[config.mk]
export PLATFORM = sky130hd
export DESIGN_NAME = morse_character_keyer
export DESIGN_NICKNAME = d
export VERILOG_FILES = /design/src/design/mck_pkg.sv /design/src/design/morse_character_keyer.sv
export SDC_FILE = /design/constraint.sdc
export NUM_CORES = 1
export LEC_CHECK = 0
export BUFFER_PORTS_ARGS = -buffer_cell sky130_fd_sc_hd__buf_4
export CORE_ASPECT_RATIO = 2
export CORE_MARGIN = 3
export CORE_UTILIZATION = 45
export DETAILED_ROUTE_END_ITERATION = 6
export GPL_ROUTABILITY_DRIVEN = 0
export GPL_TIMING_DRIVEN = 0
export PLACE_DENSITY = 0.73
export SLEW_MARGIN = 10
export SYNTH_ARGS = -nofsm -noshare
export SYNTH_HDL_FRONTEND = slang
export SYNTH_SLANG_ARGS = --single-unit
export TNS_END_PERCENT = 100
[constraint.sdc]
create_clock -name clk -period 5.7 [get_ports clk]
set_input_delay 1.14 -clock clk [delete_from_list [all_inputs] [get_ports clk]]
set_output_delay 1.14 -clock clk [all_outputs]
set_load 0.05 [all_outputs]
[src/design/mck_pkg.sv]
// ----------------------------------------------------------------------------
// mck_pkg
// Shared types, code table and duration scaling for the Morse keyer.
// ----------------------------------------------------------------------------
package mck_pkg;

  localparam int CharW  = 8;
  localparam int UnitW  = 16;
  localparam int DurW   = 18;
  localparam int UnitsW = 3;
  localparam int ElemW  = 7;
  localparam int CountW = 3;

  localparam logic [UnitsW-1:0] UNITS_NONE  = 3'd0;
  localparam logic [UnitsW-1:0] UNITS_DOT   = 3'd1;
  localparam logic [UnitsW-1:0] UNITS_GAP   = 3'd2;
  localparam logic [UnitsW-1:0] UNITS_DASH  = 3'd3;
  localparam logic [UnitsW-1:0] UNITS_SPACE = 3'd4;

  localparam logic [UnitW-1:0] UNIT_RESET = 16'd200;

  localparam logic [CharW-1:0] CHAR_SPACE   = 8'h20;
  localparam logic [CharW-1:0] CHAR_LOWER_A = 8'h61;
  localparam logic [CharW-1:0] CHAR_LOWER_Z = 8'h7a;
  localparam logic [CharW-1:0] CASE_OFFSET  = 8'h20;

  localparam logic [2:0] ADDR_UNIT = 3'd0;

  typedef enum logic [3:0] {
    S_IDLE  = 4'b0001,
    S_ON    = 4'b0010,
    S_OFF   = 4'b0100,
    S_FINAL = 4'b1000
  } state_t;

  // Marker bit, then one bit per element from the top; 1 = dash.
  function automatic logic [7:0] code_lookup(input logic [6:0] ch);
    logic [7:0] c;
    case (ch)
      7'h02: c = 8'd53;  7'h03: c = 8'd69;
      7'h22: c = 8'd82;  7'h27: c = 8'd94;  7'h28: c = 8'd54;  7'h29: c = 8'd109;
      7'h2a: c = 8'd25;  7'h2b: c = 8'd42;  7'h2c: c = 8'd115; 7'h2d: c = 8'd97;
      7'h2e: c = 8'd85;  7'h2f: c = 8'd50;
      7'h30: c = 8'd63;  7'h31: c = 8'd47;  7'h32: c = 8'd39;  7'h33: c = 8'd35;
      7'h34: c = 8'd33;  7'h35: c = 8'd32;  7'h36: c = 8'd48;  7'h37: c = 8'd56;
      7'h38: c = 8'd60;  7'h39: c = 8'd62;
      7'h3a: c = 8'd120; 7'h3d: c = 8'd49;  7'h3f: c = 8'd76;  7'h40: c = 8'd90;
      7'h41: c = 8'd5;   7'h42: c = 8'd24;  7'h43: c = 8'd26;  7'h44: c = 8'd12;
      7'h45: c = 8'd2;   7'h46: c = 8'd18;  7'h47: c = 8'd14;  7'h48: c = 8'd16;
      7'h49: c = 8'd4;   7'h4a: c = 8'd23;  7'h4b: c = 8'd13;  7'h4c: c = 8'd20;
      7'h4d: c = 8'd7;   7'h4e: c = 8'd6;   7'h4f: c = 8'd15;  7'h50: c = 8'd22;
      7'h51: c = 8'd29;  7'h52: c = 8'd10;  7'h53: c = 8'd8;   7'h54: c = 8'd3;
      7'h55: c = 8'd9;   7'h56: c = 8'd17;  7'h57: c = 8'd11;  7'h58: c = 8'd25;
      7'h59: c = 8'd27;  7'h5a: c = 8'd28;
      default: c = 8'd0;
    endcase
    return c;
  endfunction

  // Units 0..4 times the unit length, by shifts and one add.
  function automatic logic [DurW-1:0] scale(input logic [UnitsW-1:0] units,
                                            input logic [UnitW-1:0] ul);
    logic [DurW-1:0] u;
    logic [DurW-1:0] d;
    u = {{(DurW-UnitW){1'b0}}, ul};
    case (units)
      UNITS_DOT:   d = u;
      UNITS_GAP:   d = u << 1;
      UNITS_DASH:  d = u + (u << 1);
      UNITS_SPACE: d = u << 2;
      default:     d = '0;
    endcase
    return d;
  endfunction

endpackage

[src/design/morse_character_keyer.sv]
// ----------------------------------------------------------------------------
// morse_character_keyer
// Turns one ASCII character into the on/off keying segments of its Morse code.
// ----------------------------------------------------------------------------
// One character is taken when the block is idle. Its code is loaded into a
// shift register and one segment leaves per cycle: an on and an off segment
// per element, then the closing gap. A space or an unsupported code gives
// only the closing segment. The input is stalled while the segments leave,
// and stall on the result channel holds the sequencer. The next character is
// taken once the closing segment sits in the output register. unit_length
// lies at address 0 of the APB port.
module morse_character_keyer (
  input  logic                        clk,
  input  logic                        rst,
  input  logic                        psel,
  input  logic                        penable,
  input  logic                        pwrite,
  input  logic [2:0]                  paddr,
  input  logic [31:0]                 pwdata,
  output logic [31:0]                 prdata,
  output logic                        pready,
  input  logic                        in_valid,
  output logic                        in_stall,
  input  logic [mck_pkg::CharW-1:0]   char_code,
  output logic                        out_valid,
  input  logic                        out_stall,
  output logic                        key_on,
  output logic [mck_pkg::DurW-1:0]    duration,
  output logic                        unsupported,
  output logic                        last
);
  import mck_pkg::*;

  logic [UnitW-1:0]  unit_length;
  state_t            state, state_next;
  logic [ElemW-1:0]  sh;
  logic [CountW-1:0] n;
  logic [UnitsW-1:0] fin_units;
  logic              fin_unsup;

  logic              accept;
  logic              emit;
  logic [CharW-1:0]  ch;
  logic [7:0]        code;
  logic [CountW-1:0] top;
  logic [7:0]        aligned;

  assign pready = 1'b1;
  assign prdata = (paddr[2] == ADDR_UNIT[2]) ? {16'd0, unit_length} : 32'd0;

  always_ff @(posedge clk) begin
    if (rst) begin
      unit_length <= UNIT_RESET;
    end else if (psel && penable && pwrite && paddr[2] == ADDR_UNIT[2]) begin
      unit_length <= pwdata[UnitW-1:0];
    end
  end

  assign in_stall = (state != S_IDLE);
  assign accept   = in_valid && !in_stall;
  assign emit     = !out_valid || !out_stall;

  always_comb begin
    ch = char_code;
    if (char_code >= CHAR_LOWER_A && char_code <= CHAR_LOWER_Z) begin
      ch = char_code - CASE_OFFSET;
    end
    code = ch[7] ? 8'd0 : code_lookup(ch[6:0]);
    top = '0;
    for (int i = 1; i < 8; i++) begin
      if (code[i]) top = CountW'(i);
    end
    aligned = code << (3'd7 - top);
  end

  always_comb begin
    state_next = state;
    unique case (state)
      S_IDLE: begin
        if (accept) begin
          if (char_code == CHAR_SPACE || code < 8'd2) state_next = S_FINAL;
          else state_next = S_ON;
        end
      end
      S_ON:    if (emit) state_next = S_OFF;
      S_OFF:   if (emit) state_next = (n == CountW'(1)) ? S_FINAL : S_ON;
      S_FINAL: if (emit) state_next = S_IDLE;
      default: state_next = S_IDLE;
    endcase
  end

  always_ff @(posedge clk) begin
    if (rst) begin
      state     <= S_IDLE;
      out_valid <= 1'b0;
    end else begin
      state <= state_next;
      if (emit) out_valid <= (state == S_ON || state == S_OFF || state == S_FINAL);
    end
  end

  // Sequencer data path: load on accept, advance one element per on/off pair.
  always_ff @(posedge clk) begin
    if (accept) begin
      sh <= aligned[6:0];
      n  <= top;
      if (char_code == CHAR_SPACE) begin
        fin_units <= UNITS_SPACE;
        fin_unsup <= 1'b0;
      end else if (code < 8'd2) begin
        fin_units <= UNITS_NONE;
        fin_unsup <= 1'b1;
      end else begin
        fin_units <= UNITS_GAP;
        fin_unsup <= 1'b0;
      end
    end else if (state == S_OFF && emit) begin
      sh <= {sh[ElemW-2:0], 1'b0};
      n  <= n - CountW'(1);
    end
  end

  always_ff @(posedge clk) begin
    if (emit) begin
      unique case (state)
        S_ON: begin
          key_on      <= 1'b1;
          duration    <= scale(sh[ElemW-1] ? UNITS_DASH : UNITS_DOT, unit_length);
          unsupported <= 1'b0;
          last        <= 1'b0;
        end
        S_OFF: begin
          key_on      <= 1'b0;
          duration    <= scale(UNITS_DOT, unit_length);
          unsupported <= 1'b0;
          last        <= 1'b0;
        end
        S_FINAL: begin
          key_on      <= 1'b0;
          duration    <= scale(fin_units, unit_length);
          unsupported <= fin_unsup;
          last        <= 1'b1;
        end
        default: begin
          key_on      <= key_on;
          duration    <= duration;
          unsupported <= unsupported;
          last        <= last;
        end
      endcase
    end
  end

  a_unsup_beat: assert property (@(posedge clk) disable iff (rst)
    out_valid && unsupported |-> last && !key_on && duration == '0)
    else $error("unsupported beat malformed");

  a_elem_count: assert property (@(posedge clk) disable iff (rst)
    (state == S_ON || state == S_OFF) |-> n != '0)
    else $error("element count empty while keying");

  a_fin_units: assert property (@(posedge clk) disable iff (rst)
    state == S_FINAL && fin_unsup |-> fin_units == UNITS_NONE)
    else $error("unsupported closing segment has units");

endmodule
Yosys cells after proc, flatten, opt, wreduce, memory -nomap -nowiden. Memory sizes are Yosys's and may differ from the RTL's. Cells that the tools add are included.

Register bits: 56. ROM bits: 896. Input bits: 50. Output and inout port bits: 56. Logic and storage cells: 93. Memories: 1.

Memories: (name not given) (words 128, width 7, read ports 1, clocked after memory_dff 0, wr ports 0, RTL line mck_pkg.sv:39) `case (ch)`.

Add/sub/neg operators: 4. Order comparisons: 3. Eq/ne operators: 19. Shift operators: 1. Multiplexer cells: 30. Bitwise operators: 1. Reduce and logical (&&, ||, !) cells: 23.

Operator list (count): $pmux W18 S4 (2); $pmux W18 S3 (1); $mux W4 (6); $add A16 B17 Y18 (1); $mux W3 (6); $mux W16 (1); $mux W8 (2); $pmux W4 S4 (1); $mux W7 (2); $eq A8 B6 Y1 const B (1); $ge A8 B7 Y1 const B (1); $le A8 B7 Y1 const B (1); $lt A8 B2 Y1 const B (1); $mux W2 (4); $ne A2 B2 Y1 const B (4); $shl A8 B3 Y7 (1); $sub A8 B6 Y8 const B (1); $eq A3 B1 Y1 const B (2); $eq A3 B2 Y1 const B (2); $logic_and A1 B1 Y1 (6); $pmux W1 S2 (3); $reduce_and A2 Y1 (3); $reduce_bool A2 Y1 (3); $eq A2 B2 Y1 const B (2); 17 further kinds (24).

Logic depth before layout (Yosys ltp). Gate-level depths: netlist of run 1. An unclocked memory read counts as a cell.

Depth after elaboration: 15. Mapped depth: 12. Mapped depth without buffers: 12.

Worst setup path after synthesis of run 1. Ideal clock, no wire load.

Kind: input to register. Start: in char_code[1] (netlist bit). End: reg sh[5], data pin. Data arrival time: 3345 ps. Path slack: 2100 ps. Stages: 11. Path buffers: 0. Path through: inv_1 -> ha_1 -> or4b_4 -> nor2_8 -> o31a_4 -> mux2i_2 -> and2_4 -> o21a_1 -> and2_4 -> a211oi_2 -> a31o_1.

Word-level cells in the longest chain between the ends: 15. Elaborated cells between the ends (all ways): 17. Classes of those cells: add/sub: 2; order compare: 2; shift: 1; mux: 10; reduce/logical: 1; memory: 1.

Ends and longest elaborated chain: start: declaration (RTL line morse_character_keyer.sv:24) `input logic [mck_pkg::CharW-1:0] char_code,`; $ge A8 B7 Y1 / $le A8 B7 Y1 (equally long branches) (RTL line morse_character_keyer.sv:65) `if (char_code >= CHAR_LOWER_A && char_code <= CHAR_LOWER_Z) begin`; $logic_and A1 B1 Y1 (RTL line morse_character_keyer.sv:65); $mux W8 (*) (RTL line morse_character_keyer.sv:65); $mem_v2 Z128 W7; $mux W8 (*) (RTL line morse_character_keyer.sv:68) `code = ch[7] ? 8'd0 : code_lookup(ch[6:0]);`; $mux W1 (RTL line morse_character_keyer.sv:71) `if (code[i]) top = CountW'(i);`; $mux W2 (2 in a row) (RTL line morse_character_keyer.sv:71); $mux W3 (4 in a row) (RTL line morse_character_keyer.sv:71); $sub A3 B3 Y3 (RTL line morse_character_keyer.sv:73) `aligned = code << (3'd7 - top);`; $shl A8 B3 Y7 (*) (RTL line morse_character_keyer.sv:73); $mux W7 (*) (RTL line morse_character_keyer.sv:104) `if (accept) begin`; end signal: assignment (RTL line morse_character_keyer.sv:105) `sh <= aligned[6:0];`; end signal: assignment (RTL line morse_character_keyer.sv:118) `sh <= {sh[ElemW-2:0], 1'b0};`; end: declaration (RTL line morse_character_keyer.sv:36) `logic [ElemW-1:0] sh;`.

Mark *: on every way between the ends. The rest lies on a longest branch, timed or not. A chain may end at the register's enable or synchronous reset.

Worst setup path after layout of run 1.
Start: in char_code[0] (netlist bit). End: reg sh[5], data pin.

The elaborated chain is that of the path after synthesis.

==> results_dict.tcl, run 1 <==
set metrics [dict create \
    worstMarginPinSlew_ps 794 \
    synth_cells 574 \
    final_cell_area_um2 5670 \
    ant_nets 0 \
    hp-class "reg2reg" \
    finalNonFillerCells 804 \
    yosysSeqAreaShare_pct 30.4 \
    start_kind "primary input" \
    layout_setup_ws_ps 1770 \
    synth_ff_type "edfxtp_1" \
    dieHeight_um 151 \
    drtIter0Drc 278 \
    mostFrequentLayoutCell "buf_4" \
    peakVddDrop_mv 0.141 \
    vias 4635 \
    fp.coreArea_um2 10200 \
    grt_first_pass_wirelength_um 21200 \
    antenna_cells 0 \
    status "complete, no violations" \
    combPwrFrac_pct 32.7 \
    synth_edf_count 34 \
    nFillCells 980 \
    cts_sinks 55 \
    ioPinCount 106 \
    p_leak_nw 2.37 \
    netlist_area_um2 4740 \
    clk_pin_slew_ps 70 \
    cts_max_path_buffers 2 \
    drc 0 \
    viasPerCell 5.76 \
    fp-row-count 52 \
    whs_ps 545 \
    syn-mean-instance-area_um2 8.25 \
    cts_htree_levels 2 \
    drive_gt1_share_pct 19.6 \
    yosys.cell_types.count 83 \
    synth_seq_cells 55 \
    pwr-share-seq_pct 40.5 \
    setup.worst_path.end_class "flop" \
    die_x_um 78.6 \
    fmax_mhz 255 \
    ys_warn_count 0 \
    cp.arrival_ps 3980 \
    grt_pass1_vias 4637 \
    root_buffer "clkbuf_16" \
    layout_common_cells "88 x buf_4, 79 x nand2_1, 52 x a21oi_1" \
    power_frac_clock_pct 26.7 \
    grt_max_degree 18 \
    critical_path_required_ps 5750 \
    clk_latency_ps 300 \
    placed_area_um2 5510 \
    slew_violations 0 \
    period_minus_slack_ps 3930 \
    internal-power_mw 0.771 \
    drtPass1Iterations 6 \
    p_sw_mw 0.407 \
    nets 748 \
    rsz0062_at_grt "no" \
    cellPowerDensity_nw_per_um2 208 \
    area_growth_pct 19.6 \
    crit_fanout 10 \
    cts.repair.resized 0 \
    critPathKind "in2reg" \
    numCtsBuffers 5 \
    tns_ps 0 \
    seq_area_um2 1440 \
    die_area_um2 11900 \
    cts-hold-fix-buffers 0 \
    hold_viol_final 0 \
    dpl.hpwl_um 10800 \
    skew_ps 6.44 \
    post_cts_buffers 0 \
    maxCapViolCount 0 \
    wirelength_um 13300 \
    cts_tree "yes" \
    fin_crit_sh_pct 68.9 \
    port_buffers 70 \
    post-place-cells 796 \
    synth-async-reset-ratio_pct 0 \
    dp_slack_ps 1520 \
    initial_utilization_pct 46.4 \
    relSlewSlack_pct 46.8 \
    grtUsageTotal_pct 22.5 \
    setup_viol 0 \
    wl_per_cell_um 16.6 \
    swShare_pct 34.5 \
    grt.overflow.total 0 \
    multi_input_area_um2 3010 \
    antenna_found_initial 0 \
]
==> path summary, 6_finish.rpt <==
| check | from | end | slack, ps | cells past startpoint |
|---|---|---|---|---|
| max | char_code[0] | sh[5] | 1770 | 12 |
| min | sh[0] | sh[1] | 550 | 2 |
| max reg2reg | unit_length[0] | duration[15] | 2500 | 12 |
| min reg2reg | sh[0] | sh[1] | 550 | 2 |
==> logic make-up after synthesis <==
| kind of cell | after synthesis | share of synthesized area, % |
|---|---|---|
| AOI/OAI and AO/OA | 182 | 27.1 |
| adders and majority gates | 30 | 8.08 |
| muxes | 9 | 2.17 |
| xor gates and xnor gates | 14 | 2.59 |
| other | 2 | 0.158 |
| DFF | 55 | 30.4 |
| and+or+nand+nor | 210 | 22.0 |
| buffers and inverters | 72 | 7.45 |
==> stage by stage <==
step | total power [mW] | utilization (%)
floorplan | 0.760 | -
global placement | 0.856 | 53.8
detailed placement | 0.866 | 54.0
CTS | 1.18 | 55.5
global route | 1.24 | 55.5
finish | 1.18 | 55.5
==> cells in the mapped netlist (3+ instances only) <==
| cell | count | area [um2] |
|---|---|---|
| buf_2 | 6 | 30.0 |
| o21ai_0 | 22 | 110 |
| nor4_1 | 3 | 18.8 |
| ha_1 | 29 | 363 |
| dfxtp_1 | 21 | 420 |
| xor2_1 | 8 | 70.1 |
| a21o_1 | 7 | 52.6 |
| a211oi_1 | 5 | 37.5 |
| o21ai_1 | 7 | 35.0 |
| o31ai_1 | 6 | 45.0 |
| nand2b_1 | 10 | 62.6 |
| nand3b_1 | 3 | 22.5 |
| o211ai_1 | 3 | 22.5 |
| or3_1 | 6 | 37.5 |
| xnor2_1 | 6 | 52.6 |
| nor2b_1 | 20 | 125 |
| mux2i_1 | 4 | 40.0 |
| and2_1 | 4 | 25.0 |
| clkbuf_1 | 20 | 75.1 |
| nand2_1 | 79 | 297 |
| buf_4 | 18 | 135 |
| a21oi_1 | 53 | 265 |
| o221ai_1 | 7 | 61.3 |
| nor2_1 | 38 | 143 |
| o22ai_1 | 7 | 43.8 |
| inv_1 | 25 | 93.8 |
| nand3_1 | 7 | 35.0 |
| a22oi_1 | 16 | 120 |
| edfxtp_1 | 34 | 1020 |
| a31oi_1 | 6 | 37.5 |
| and3_1 | 6 | 37.5 |
| o21bai_1 | 3 | 22.5 |
| o32a_1 | 3 | 30.0 |
| nor3_1 | 17 | 85.1 |
==> state kept, by name, indices dropped and copies added, names as in the netlist <==
name and cells:
sh 7, n 3, last 1, fin_units 2, state 4, fin_unsup 1
key_on 1, out_valid 1, unsupported 1, duration 18, unit_length 16
==> routing by layer <==
layer | routed length (um) | up-vias | global-route usage, %
met1 | 4250 | 2138 | 18.7
met3 | 485 | 67 | 2.02
li1 | - | 2254 | -
met5 | 0 | - | 0
met4 | 930 | 0 | 18.9
met2 | 7650 | 176 | 45.3
==> area by class of cell <==
type                            instances  share of cell area (%)
Buffer                                 47                    4.57
Inverter                               25                    1.66
Sequential cell                        55                    25.4
Clock inverter                          2                   0.287
Tap cell                              135                    2.98
Clock buffer                            6                    2.45
Timing Repair Buffer                   71                    9.47
Multi-Input combinational cell        463                    53.2
==> power by group through the flow <==
stage / sequential (mW) / clock [mW] / combinational [mW]
6_report: 0.477 / 0.315 / 0.386
5_1_grt: 0.480 / 0.335 / 0.421
4_1_cts: 0.477 / 0.321 / 0.382
3_5_place_dp: 0.486 / 0 / 0.380
3_3_place_gp: 0.486 / 0 / 0.370
2_1_floorplan: 0.498 / 0 / 0.262
==> worst max-delay path, stage by stage <==
cell	delay, ps
buf_4	160
inv_1	130
ha_1	330
nor2b_1	110
o211a_1	280
o41ai_4	560
o31ai_1	200
o21ai_1	360
and2_1	270
nor2_1	60
a22o_1	200
a31o_1	180
Note: power is estimated with default switching activity, not from simulation.
==> run 2: changes to the inputs <==
--- a/config.mk
+++ b/config.mk
@@ -12,7 +12,7 @@
 export DETAILED_ROUTE_END_ITERATION = 6
 export GPL_ROUTABILITY_DRIVEN = 0
 export GPL_TIMING_DRIVEN = 0
-export PLACE_DENSITY = 0.73
+export PLACE_DENSITY = 0.76
 export SLEW_MARGIN = 10
 export SYNTH_ARGS = -nofsm -noshare
 export SYNTH_HDL_FRONTEND = slang
==> constraint.sdc (replaced) <==
create_clock -name clk -period 3.6 [get_ports clk]
set_input_delay 0.72 -clock clk [delete_from_list [all_inputs] [get_ports clk]]
set_output_delay 0.72 -clock clk [all_outputs]
set_load 0.05 [all_outputs]
==> run 2 against run 1 <==
Net effect: sequential cell count unchanged; power rose by 60%; global-route usage is 0.47 points higher; worst hold slack got worse by 16 ps; critical endpoint unchanged; largest power group unchanged.
==> results_dict.tcl, run 2 (synthesis gave the netlist of run 1 again) <==
set metrics [dict create \
    area_growth_pct 20.0 \
    numCtsBuffers 5 \
    die_x_um 78.6 \
    multi_input_area_um2 3020 \
    power_frac_clock_pct 27.1 \
    peakVddDrop_mv 0.191 \
    vias 4764 \
    cts_max_path_buffers 2 \
    viasPerCell 5.93 \
    drtIter0Drc 319 \
    fin_crit_sh_pct 95.0 \
    fp-row-count 52 \
    grt_max_degree 17 \
    final_cell_area_um2 5690 \
    drive_gt1_share_pct 20.0 \
    whs_ps 530 \
    skew_ps 8.89 \
    largest-register "duration" \
    finalNonFillerCells 804 \
    ant_nets 0 \
    critical_path_required_ps 3660 \
    swShare_pct 34.1 \
    fin_util_pct 55.7 \
    p_sw_mw 0.643 \
    initial_utilization_pct 46.4 \
    setup_viol 0 \
    die_area_um2 11900 \
    ioPinCount 106 \
    internal-power_mw 1.24 \
    cts-hold-fix-buffers 0 \
    port_buffers 70 \
    hold_viol_final 0 \
    mostFrequentLayoutCell "buf_4" \
    grt.overflow.total 0 \
    cts_htree_levels 2 \
    pwr-share-seq_pct 40.1 \
    clk_pin_slew_ps 70 \
    cts_sinks 55 \
    finalPower_mw 1.88 \
    grt_pass1_vias 4605 \
    cp.arrival_ps 3480 \
    layout_setup_ws_ps 179 \
    drtPass1Iterations 7 \
    wl_per_cell_um 16.9 \
    dpl.hpwl_um 10900 \
    wirelength_um 13600 \
    antenna_cells 0 \
    fmax_mhz 292 \
    slew_violations 0 \
    start_kind "primary input" \
    combPwrFrac_pct 32.8 \
    hp-class "reg2reg" \
    dp_slack_ps -251 \
    status "complete, no violations" \
    cts_tree "yes" \
    placed_area_um2 5520 \
    root_buffer "clkbuf_16" \
    antenna_found_initial 0 \
    largest_reg_flops 18 \
    grt_first_pass_wirelength_um 21700 \
    grtUsageTotal_pct 23.0 \
    nets 748 \
    nFillCells 940 \
    fp.coreArea_um2 10200 \
    seq_area_um2 1440 \
    post-place-cells 796 \
    reg.largest.list "duration (18), unit_length (16), sh (7)" \
    cellPowerDensity_nw_per_um2 332 \
    crit_fanout 13 \
    setup.worst_path.end_class "flop" \
    p_leak_nw 2.38 \
    tns_ps 0 \
    maxCapViolCount 0 \
    critPathKind "in2reg" \
    relSlewSlack_pct 47.2 \
    rsz0062_at_grt "no" \
    clk_latency_ps 300 \
    period_minus_slack_ps 3420 \
    drc 0 \
    worstMarginPinSlew_ps 787 \
    layout_common_cells "88 x buf_4, 79 x nand2_1, 52 x a21oi_1" \
    dieHeight_um 151 \
]
==> run 2: changes by cell type in the layout (fill, tap and decap cells not counted), sizes merged <==
cell	before	now
clkinv	1	2
buf	98	99
clkbuf	26	25
clkinvlp	1	0
==> run 2: per-layer routing <==
layer | vias up | wire length, um | GRT usage, %
met3 | 68 | 651 | 1.90
met4 | 0 | 840 | 15.8
li1 | 2257 | - | -
met5 | - | 0 | 0
met2 | 250 | 7740 | 46.4
met1 | 2189 | 4390 | 20.5
==> run 2: timing repair <==
item,in CTS,in global routing
gates resized for setup,0,6
setup buffers,0,0
endpoints found under the setup margin,0,7
==> run 2: critical path, stage by stage <==
cell,delay (ps)
buf_4,160
inv_1,160
ha_2,310
or4b_4,540
nor2_8,140
o31a_4,200
mux2i_2,350
and2_4,230
o21a_1,170
and2_4,180
a211oi_2,80
a31o_1,240
==> run 2: layout make-up <==
cell class	count	area share [%]
multi-input combinational	463	53.1
sequential	55	25.4
timing repair buffer	71	9.51
buffer	47	4.58
tap	135	2.97
clock buffer	6	2.64
inverter	25	1.65
clock inverter	2	0.154
==> run 2: power by group through the flow <==
stage	sequential (mW)	combinational, mW	clock, mW
after CTS	0.756	0.606	0.513
after global placement	0.769	0.584	0
after global routing	0.760	0.671	0.547
after detailed placement	0.770	0.603	0
after floorplan	0.788	0.415	0
final	0.756	0.618	0.511
==> run 2: final timing paths <==
kind / start / end / slack (ps) / depth (start not counted)
setup / recovery: char_code[1] / sh[5] / 180 / 12
setup reg to reg: unit_length[2] / duration[16] / 220 / 10
hold / removal: unit_length[0] / unit_length[0] / 530 / 2
hold reg to reg: unit_length[0] / unit_length[0] / 530 / 2
